File: config.mk
export PLATFORM = sky130hd
export DESIGN_NAME = timestamped_fault_ring_log_unit
export DESIGN_NICKNAME = d
export VERILOG_FILES = /design/src/rtl/core/frl_pkg.sv /design/src/rtl/core/frl_mem.sv /design/src/rtl/core/frl_ctrl.sv /design/src/rtl/core/timestamped_fault_ring_log_unit.sv
export SDC_FILE = /design/constraint.sdc
export NUM_CORES = 1
export LEC_CHECK = 0
export BUFFER_PORTS_ARGS = -buffer_cell sky130_fd_sc_hd__buf_2
export CAP_MARGIN = 40
export CORE_UTILIZATION = 45
export DETAILED_ROUTE_END_ITERATION = 6
export GPL_TIMING_DRIVEN = 0
export PLACE_DENSITY = 0.65
export SKIP_LAST_GASP = 1
export SLEW_MARGIN = 25
export SYNTH_ARGS = -nofsm -noshare
export SYNTH_HDL_FRONTEND = slang
export SYNTH_SLANG_ARGS = --single-unit
File: constraint.sdc
create_clock -name clk_i -period 8.7 [get_ports clk_i]
set_input_delay 2.175 -clock clk_i [delete_from_list [all_inputs] [get_ports clk_i]]
set_output_delay 2.175 -clock clk_i [all_outputs]
set_load 0.05 [all_outputs]
File: src/rtl/core/frl_pkg.sv
`default_nettype none

package frl_pkg;

  // Fixed field widths of the request and result items.
  localparam int unsigned OpW     = 2;
  localparam int unsigned CodeW   = 8;
  localparam int unsigned DayW    = 5;
  localparam int unsigned MonthW  = 4;
  localparam int unsigned YearW   = 7;
  localparam int unsigned HourW   = 5;
  localparam int unsigned MinuteW = 6;
  localparam int unsigned SecondW = 6;
  localparam int unsigned PageW   = 5;
  localparam int unsigned CountW  = 6;

  localparam logic [CodeW-1:0] NoAlarm = 8'h00;

  typedef enum logic [OpW-1:0] {
    OpLog   = 2'd0,
    OpErase = 2'd1,
    OpRead  = 2'd2,
    OpRsvd  = 2'd3
  } op_e;

  // One stored log entry: 41 bits.
  typedef struct packed {
    logic [CodeW-1:0]   code;
    logic [DayW-1:0]    day;
    logic [MonthW-1:0]  month;
    logic [YearW-1:0]   year;
    logic [HourW-1:0]   hour;
    logic [MinuteW-1:0] minute;
    logic [SecondW-1:0] second;
  } entry_t;

  typedef enum logic [4:0] {
    StIdle = 5'b00001,
    StExec = 5'b00010,
    StResp = 5'b00100,
    StRead = 5'b01000,
    StData = 5'b10000
  } state_e;

endpackage

`default_nettype wire

File: src/rtl/core/frl_mem.sv
`default_nettype none

module frl_mem
  import frl_pkg::*;
#(
  parameter int unsigned DEPTH  = 32,
  parameter int unsigned ADDR_W = 5
) (
  input  wire logic              clk_i,
  input  wire logic              we_i,
  input  wire logic              re_i,
  input  wire logic [ADDR_W-1:0] addr_i,
  input  wire entry_t            wdata_i,
  output entry_t                 rdata_o
);

  entry_t mem_q [DEPTH];
  entry_t rdata_q;

  always_ff @(posedge clk_i) begin
    if (we_i) begin
      mem_q[addr_i] <= wdata_i;
    end
  end

  // Read data is registered and holds until the next read.
  always_ff @(posedge clk_i) begin
    if (re_i) begin
      rdata_q <= mem_q[addr_i];
    end
  end

  assign rdata_o = rdata_q;

endmodule

`default_nettype wire

File: src/rtl/core/frl_ctrl.sv
`default_nettype none

module frl_ctrl
  import frl_pkg::*;
#(
  parameter int unsigned LOG_DEPTH    = 32,
  parameter int unsigned PAGE_ENTRIES = 3,
  parameter int unsigned PTR_W        = 5
) (
  input  wire logic              clk_i,
  input  wire logic              rst_ni,
  input  wire logic              in_valid_i,
  output logic                   in_stall_o,
  input  wire op_e               op_i,
  input  wire entry_t            entry_i,
  input  wire logic [PageW-1:0]  page_i,
  output logic                   out_valid_o,
  input  wire logic              out_stall_i,
  output logic                   out_entry_valid_o,
  output entry_t                 out_entry_o,
  output logic [CountW-1:0]      out_count_o,
  output logic [CodeW-1:0]       out_newest_o,
  output logic                   out_last_o,
  output logic                   mem_we_o,
  output logic                   mem_re_o,
  output logic [PTR_W-1:0]       mem_addr_o,
  output entry_t                 mem_wdata_o,
  input  wire entry_t            mem_rdata_i
);

  localparam int unsigned CNT_W  = $clog2(LOG_DEPTH + 1);
  localparam int unsigned N_W    = $clog2(PAGE_ENTRIES + 1);
  localparam int unsigned SKIP_W = PageW + N_W;
  localparam int unsigned CMP_W  = (SKIP_W > CNT_W) ? SKIP_W : CNT_W;
  localparam int unsigned SUM_W  = CNT_W + 1;

  function automatic logic [PTR_W-1:0] ptr_inc(input logic [PTR_W-1:0] p);
    logic [PTR_W-1:0] r;
    if (p == PTR_W'(LOG_DEPTH - 1)) r = '0;
    else r = p + PTR_W'(1);
    return r;
  endfunction

  state_e            state_q, state_d;
  op_e               op_q;
  entry_t            entry_q;
  logic [PageW-1:0]  page_q;
  logic [PTR_W-1:0]  wr_ptr_q, wr_ptr_d;
  logic [PTR_W-1:0]  old_ptr_q, old_ptr_d;
  logic [CNT_W-1:0]  count_q, count_d;
  logic [CodeW-1:0]  newest_q, newest_d;
  logic [PTR_W-1:0]  rd_addr_q, rd_addr_d;
  logic [N_W-1:0]    rem_q, rem_d;

  logic              out_valid_q, out_valid_d;
  logic              out_ev_q;
  entry_t            out_entry_q;
  logic [CountW-1:0] out_count_q;
  logic [CodeW-1:0]  out_newest_q;
  logic              out_last_q;

  logic              accept;
  logic              out_free;
  logic              load_resp, load_entry;
  logic              is_full;
  logic [PageW-1:0]  page_eff;
  logic [SKIP_W-1:0] skip;
  logic              page_hit;
  logic [CMP_W-1:0]  left;
  logic [N_W-1:0]    run_len;
  logic [SUM_W-1:0]  start_sum;
  logic [PTR_W-1:0]  start_addr;

  assign accept     = in_valid_i && (state_q == StIdle);
  assign in_stall_o = (state_q != StIdle);
  assign out_free   = !out_valid_q || !out_stall_i;
  assign load_resp  = (state_q == StResp) && out_free;
  assign load_entry = (state_q == StData) && out_free;
  assign is_full    = (count_q == CNT_W'(LOG_DEPTH));

  // Page arithmetic: skip from the oldest entry, run length and first address.
  assign page_eff = (page_q == '0) ? PageW'(1) : page_q;
  assign skip     = SKIP_W'(page_eff - PageW'(1)) * SKIP_W'(PAGE_ENTRIES);
  assign page_hit = CMP_W'(skip) < CMP_W'(count_q);
  assign left     = CMP_W'(count_q) - CMP_W'(skip);
  assign run_len  = (left < CMP_W'(PAGE_ENTRIES)) ? N_W'(left) : N_W'(PAGE_ENTRIES);
  // The skip is below the count here, so one conditional subtract wraps the sum.
  assign start_sum  = SUM_W'(old_ptr_q) + SUM_W'(CNT_W'(skip));
  assign start_addr = (start_sum >= SUM_W'(LOG_DEPTH)) ?
                      PTR_W'(start_sum - SUM_W'(LOG_DEPTH)) : PTR_W'(start_sum);

  always_comb begin
    state_d     = state_q;
    wr_ptr_d    = wr_ptr_q;
    old_ptr_d   = old_ptr_q;
    count_d     = count_q;
    newest_d    = newest_q;
    rd_addr_d   = rd_addr_q;
    rem_d       = rem_q;
    out_valid_d = out_valid_q;
    if (out_valid_q && !out_stall_i) begin
      out_valid_d = 1'b0;
    end
    unique case (state_q)
      StIdle: begin
        if (accept) state_d = StExec;
      end
      StExec: begin
        state_d = StResp;
        unique case (op_q)
          OpLog: begin
            if (is_full) old_ptr_d = ptr_inc(old_ptr_q);
            else count_d = count_q + CNT_W'(1);
            wr_ptr_d = ptr_inc(wr_ptr_q);
            newest_d = entry_q.code;
          end
          OpErase: begin
            wr_ptr_d  = '0;
            old_ptr_d = '0;
            count_d   = '0;
            newest_d  = NoAlarm;
          end
          OpRead: begin
            if (page_hit) begin
              rd_addr_d = start_addr;
              rem_d     = run_len;
              state_d   = StRead;
            end
          end
          OpRsvd: begin
            state_d = StResp;
          end
          default: state_d = StResp;
        endcase
      end
      StResp: begin
        if (out_free) begin
          out_valid_d = 1'b1;
          state_d     = StIdle;
        end
      end
      StRead: begin
        state_d = StData;
      end
      StData: begin
        if (out_free) begin
          out_valid_d = 1'b1;
          rem_d       = rem_q - N_W'(1);
          rd_addr_d   = ptr_inc(rd_addr_q);
          state_d     = (rem_q == N_W'(1)) ? StIdle : StRead;
        end
      end
      default: state_d = StIdle;
    endcase
  end

  always_ff @(posedge clk_i or negedge rst_ni) begin
    if (!rst_ni) begin
      state_q     <= StIdle;
      op_q        <= OpRsvd;
      wr_ptr_q    <= '0;
      old_ptr_q   <= '0;
      count_q     <= '0;
      newest_q    <= NoAlarm;
      rd_addr_q   <= '0;
      rem_q       <= '0;
      out_valid_q <= 1'b0;
    end else begin
      state_q     <= state_d;
      if (accept) op_q <= op_i;
      wr_ptr_q    <= wr_ptr_d;
      old_ptr_q   <= old_ptr_d;
      count_q     <= count_d;
      newest_q    <= newest_d;
      rd_addr_q   <= rd_addr_d;
      rem_q       <= rem_d;
      out_valid_q <= out_valid_d;
    end
  end

  always_ff @(posedge clk_i) begin
    if (accept) begin
      entry_q <= entry_i;
      page_q  <= page_i;
    end
    if (load_resp || load_entry) begin
      out_ev_q     <= load_entry;
      out_entry_q  <= load_entry ? mem_rdata_i : '0;
    end
  end

  // Count and newest code do not change during a run, so they are sampled
  // together with the payload.
  always_ff @(posedge clk_i) begin
    if (load_resp || load_entry) begin
      out_count_q  <= CountW'(count_q);
      out_newest_q <= newest_q;
      out_last_q   <= load_resp || (rem_q == N_W'(1));
    end
  end

  assign mem_we_o    = (state_q == StExec) && (op_q == OpLog);
  assign mem_re_o    = (state_q == StRead);
  assign mem_addr_o  = (state_q == StRead) ? rd_addr_q : wr_ptr_q;
  assign mem_wdata_o = entry_q;

  assign out_valid_o       = out_valid_q;
  assign out_entry_valid_o = out_ev_q;
  assign out_entry_o       = out_entry_q;
  assign out_count_o       = out_count_q;
  assign out_newest_o      = out_newest_q;
  assign out_last_o        = out_last_q;

endmodule

`default_nettype wire

File: src/rtl/core/timestamped_fault_ring_log_unit.sv
`default_nettype none

// Ring log of timestamped fault codes held in a single-port synchronous memory of LOG_DEPTH
// entries. A log request stores the code and stamp at the write pointer and overwrites the
// oldest entry once the log is full; an erase request empties the log; a page read returns up
// to PAGE_ENTRIES entries, oldest first, after skipping earlier pages, with last_of_run set on
// the final one. Log, erase, unused-code and page-past-end requests pass through the Exec and
// Resp states from accept to result. A page read passes through Exec, then Read and Data for
// each entry, as each entry is one read of the memory port with registered read data. Result
// stalls hold it in Resp or Data. After erase or reset the memory is not cleared: only entries
// written since then are ever read, so the block is ready right out of reset.
module timestamped_fault_ring_log_unit
  import frl_pkg::*;
#(
  parameter int unsigned LOG_DEPTH    = 32,
  parameter int unsigned PAGE_ENTRIES = 3
) (
  input  wire logic               clk_i,
  input  wire logic               rst_ni,
  input  wire logic               in_valid_i,
  output logic                    in_stall_o,
  input  wire logic [OpW-1:0]     operation_i,
  input  wire logic [CodeW-1:0]   fault_code_i,
  input  wire logic [DayW-1:0]    stamp_day_i,
  input  wire logic [MonthW-1:0]  stamp_month_i,
  input  wire logic [YearW-1:0]   stamp_year_i,
  input  wire logic [HourW-1:0]   stamp_hour_i,
  input  wire logic [MinuteW-1:0] stamp_minute_i,
  input  wire logic [SecondW-1:0] stamp_second_i,
  input  wire logic [PageW-1:0]   page_number_i,
  output logic                    out_valid_o,
  input  wire logic               out_stall_i,
  output logic                    entry_valid_o,
  output logic [CodeW-1:0]        entry_code_o,
  output logic [DayW-1:0]         entry_day_o,
  output logic [MonthW-1:0]       entry_month_o,
  output logic [YearW-1:0]        entry_year_o,
  output logic [HourW-1:0]        entry_hour_o,
  output logic [MinuteW-1:0]      entry_minute_o,
  output logic [SecondW-1:0]      entry_second_o,
  output logic [CountW-1:0]       entry_count_o,
  output logic [CodeW-1:0]        newest_code_o,
  output logic                    last_of_run_o
);

  localparam int unsigned PTR_W = $clog2(LOG_DEPTH);

  entry_t            in_entry;
  entry_t            out_entry;
  logic              mem_we;
  logic              mem_re;
  logic [PTR_W-1:0]  mem_addr;
  entry_t            mem_wdata;
  entry_t            mem_rdata;

  assign in_entry = '{
    code:   fault_code_i,
    day:    stamp_day_i,
    month:  stamp_month_i,
    year:   stamp_year_i,
    hour:   stamp_hour_i,
    minute: stamp_minute_i,
    second: stamp_second_i
  };

  frl_ctrl #(
    .LOG_DEPTH    (LOG_DEPTH),
    .PAGE_ENTRIES (PAGE_ENTRIES),
    .PTR_W        (PTR_W)
  ) u_ctrl (
    .clk_i             (clk_i),
    .rst_ni            (rst_ni),
    .in_valid_i        (in_valid_i),
    .in_stall_o        (in_stall_o),
    .op_i              (op_e'(operation_i)),
    .entry_i           (in_entry),
    .page_i            (page_number_i),
    .out_valid_o       (out_valid_o),
    .out_stall_i       (out_stall_i),
    .out_entry_valid_o (entry_valid_o),
    .out_entry_o       (out_entry),
    .out_count_o       (entry_count_o),
    .out_newest_o      (newest_code_o),
    .out_last_o        (last_of_run_o),
    .mem_we_o          (mem_we),
    .mem_re_o          (mem_re),
    .mem_addr_o        (mem_addr),
    .mem_wdata_o       (mem_wdata),
    .mem_rdata_i       (mem_rdata)
  );

  frl_mem #(
    .DEPTH  (LOG_DEPTH),
    .ADDR_W (PTR_W)
  ) u_mem (
    .clk_i   (clk_i),
    .we_i    (mem_we),
    .re_i    (mem_re),
    .addr_i  (mem_addr),
    .wdata_i (mem_wdata),
    .rdata_o (mem_rdata)
  );

  assign entry_code_o   = out_entry.code;
  assign entry_day_o    = out_entry.day;
  assign entry_month_o  = out_entry.month;
  assign entry_year_o   = out_entry.year;
  assign entry_hour_o   = out_entry.hour;
  assign entry_minute_o = out_entry.minute;
  assign entry_second_o = out_entry.second;

endmodule

`default_nettype wire

==> run_results.csv <==
group,metric,value,unit
outcome,status,"finished, violations left",
outcome,violations,"DRC",
cells_and_area,nets,3771,
timing,fin_crit_sh,57.6,%
synthesis,yosysWarnings,0,
cells_and_area,drive_above_1_share,18.5,%
clocking,cts_max_level,4,
floorplanning,io_pins,111,
grt,grtUsageTotal,28.1,%
timing,rsz0062_at_grt,"false",
placement,port_buffers,110,
floorplanning,rows,130,
placement,place.gp.congestion,0.877,
grt,grt_pass1_vias,32100,
min_path,hold_path.class,"flip-flop to flip-flop",
timing,setup_slack,3.69,ns
worst_setup_path,start_kind,"flip-flop",
placement,hpwl,120,mm
synthesis,yosys-top-cells-area,"edfxtp_1 (76%), mux2i_1 (10%), o22ai_1 (3.1%)",
timing,hold_viol_final,0,
clocking,cts_sinks,1495,
clocking,cts_hold_buffers,0,
worst_setup_path,slowest_stage,"nor2_4",
grt,antenna_found_initial,10,
floorplanning,dieArea,129000,sq um
worst_setup_path,critPathArrivalTime,5.49,ns
routing,wire_per_inst,33.7,um
synthesis,synth_area_per_cell,17.7,sq um
floorplanning,initial_core_util,45.6,%
cells_and_area,areaGrowthSynthToFinish,19.9,%
clocking,cts.path.max_buffers,3,
worst_setup_path,worstSetupEndpointType,"flip-flop",
power,peakVddDrop,0.153,mV
synthesis,syn_area,57500,sq um
cells_and_area,final_cell_mix,"edfxtp_1 (1456), mux2i_1 (585), o22ai_1 (288)",
floorplanning,dieHeight,359,um
grt,grt_overflow,0,
power,p_leak,22.5,nW
floorplanning,coreArea,126000,sq um
placement,dp_worst_setup_slack,3.92,ns
clocking,insertion_delay,0.79,ns
routing,routed_wirelength,184,mm
synthesis,synthDistinctLibCells,71,
timing,setup_violations,0,
floorplanning,die_w,359,um
clocking,cts_tree,"done",
worst_setup_path,critical_path_class,"flip-flop to flip-flop",
synthesis,synth_top_area_share,76.0,%
clocking,clk_pin_slew_worst_paths,0.06,ns
routing,viasPerCell,6.25,
cells_and_area,final_common_cell,"edfxtp_1",
worst_setup_path,critPathMaxStageDelay,0.80,ns
synthesis,synth_cells,3254,
synthesis,seq_area_frac_synth,77.7,%
worst_setup_path,cp_cell_sequence,"nor3_4 -> nand3_1 -> nand2_1 -> buf_2 -> buf_2 -> buf_2 -> nand3_1 -> nor2_4 -> buf_12 -> buf_16",
cells_and_area,nFillCells,9600,
synthesis,synthArstFlopShare,2.61,%
worst_setup_path,worstPathRequired,9.18,ns
run,cap_violations,0,
clocking,root_buffer,"clkbuf_16",
timing,fin_worst_skew,0.0356,ns
routing,ant_nets,0,
worst_setup_path,cp_common_cell,"buf_2",
routing,vias,34200,
power,power.density,266,nW/um^2
synthesis,synth_nets,3333,
grt,grt_pass1_wl,251,mm
worst_setup_path,crit_path_max_fanout,12,
timing,drv_slew,0,
clocking,post-cts-setup-buffers,0,
timing,setup_tns,0,ns
timing,maxSlewHeadroom,41.0,%
synthesis,ys_seq_elements,1495,
clocking,cts_inserted_buffers,152,
timing,worstMarginPinSlew,0.863,ns
timing,period_needed,5.01,ns
routing,drc,19,
synthesis,postSynth.topFlopCell,"edfxtp_1",
grt,grt_max_degree,33,
synthesis,synth_enable_flop_cells,1456,
routing,dr.first_iter.drc_count,5780,
routing,first_pass_iters,7,
synthesis,synth_top_area_cell,"edfxtp_1",
timing,fmax,0.200,GHz
clocking,cts_resized,0,
==> worst max-delay path, delay by kind of cell, from the launching register on <==
family                 cells  cell delay [ns]
flip-flops                 1             0.44
buffers and inverters      5             1.81
AND/OR/NAND/NOR            5             2.40
==> through the flow <==
step | std cells | power, mW | hold slack [ns] | utilization [%] | cell area, sq um
final | 5469 | 18.3 | 0.451 | 54.6 | 69000
after global routing | 5463 | 18.8 | 0.465 | 54.6 | 68900
after CTS | 5428 | 18.2 | 0.451 | 54.3 | 68500
after detailed placement | 5153 | 11.8 | 0.438 | 50.4 | 63600
after global placement | 5014 | 11.7 | 0.433 | 47.6 | 60100
after floorplan | 3254 | 10.4 | 0.425 | - | 57500
==> flip-flops by register name, summed over array words and instances, names as in the netlist, 2 cells and up <==
| name | flops |
|---|---|
| u_mem.mem_q | 1312 |
| u_ctrl.out_entry_o | 41 |
| u_ctrl.rd_addr_q | 5 |
| u_ctrl.state_q | 5 |
| u_ctrl.rem_q | 2 |
| u_ctrl.page_q | 5 |
| u_ctrl.count_q | 6 |
| u_ctrl.old_ptr_q | 5 |
| u_ctrl.out_count_o | 6 |
| u_ctrl.newest_q | 8 |
| u_ctrl.mem_wdata_o | 41 |
| u_mem.rdata_o | 41 |
| u_ctrl.out_newest_o | 8 |
| u_ctrl.op_q | 2 |
| u_ctrl.wr_ptr_q | 5 |
==> cells by family after synthesis <==
group,count (synthesis),synth area share [%]
flip-flops,1495,77.7
multiplexers,590,10.3
AO/OA/AOI/OAI,484,5.59
AND/OR/NAND/NOR,443,3.93
buffers and inverters,201,1.60
adder cells (fa/ha/maj),27,0.627
XOR/XNOR,13,0.198
other,1,0.00652
==> power breakdown <==
part	switching, mW	total (mW)	internal (mW)
Combinational	2.24	3.29	1.05
Clock	2.79	6.49	3.70
Sequential	0.172	8.56	8.39
Total	5.19	18.3	13.1
==> path summary, 6_finish.rpt <==
path                                     from                      to  slack, ns  cells past startpoint
max in group asynchronous              rst_ni       u_ctrl.state_q[0]       6.87                      2
hold / removal             u_ctrl.newest_q[6]  u_ctrl.out_newest_o[6]       0.45                      0
setup reg to reg            u_ctrl.state_q[1]      u_mem.mem_q[3][17]       3.69                     10
min in group asynchronous              rst_ni     u_ctrl.old_ptr_q[1]       1.30                      1
hold reg to reg            u_ctrl.newest_q[6]  u_ctrl.out_newest_o[6]       0.45                      0
setup / recovery            u_ctrl.state_q[1]      u_mem.mem_q[3][17]       3.69                     10
==> synth_stat cells, drive strengths merged, types with 7 or more instances <==
cell type / n
nor2: 63
and3: 8
a211oi: 11
nand2b: 14
nor2b: 14
and2: 43
a21o: 8
nand3: 18
o22ai: 288
nor3: 15
nand3b: 13
nand4: 12
clkbuf: 53
a31oi: 15
o221ai: 10
edfxtp: 1456
o21ai: 36
ha: 24
a221oi: 8
buf: 112
nand2: 150
xor2: 7
nor4: 77
mux2i: 586
dfrtp: 36
o21a: 8
a21oi: 47
inv: 36
==> cell type report <==
type | count | area, sq um | share of cell area [%]
tap | 1650 | 2060 | 2.99
sequential | 1495 | 44700 | 64.8
multi-input combinational | 1558 | 12200 | 17.7
inverter | 36 | 138 | 0.200
antenna | 6 | 15.0 | 0.0218
buffer | 165 | 821 | 1.19
timing repair buffer | 284 | 4130 | 5.99
clock buffer | 193 | 4050 | 5.88
clock inverter | 82 | 860 | 1.25
==> per-layer routing <==
metal	GRT usage (%)	vias to the layer above	wire (um)
met2	43.8	2557	84100
met4	13.3	4	9520
met5	0	-	27
li1	-	14000	-
met3	6.27	515	22100
met1	37.5	17200	68800
Note: power is estimated with default switching activity, not from simulation.
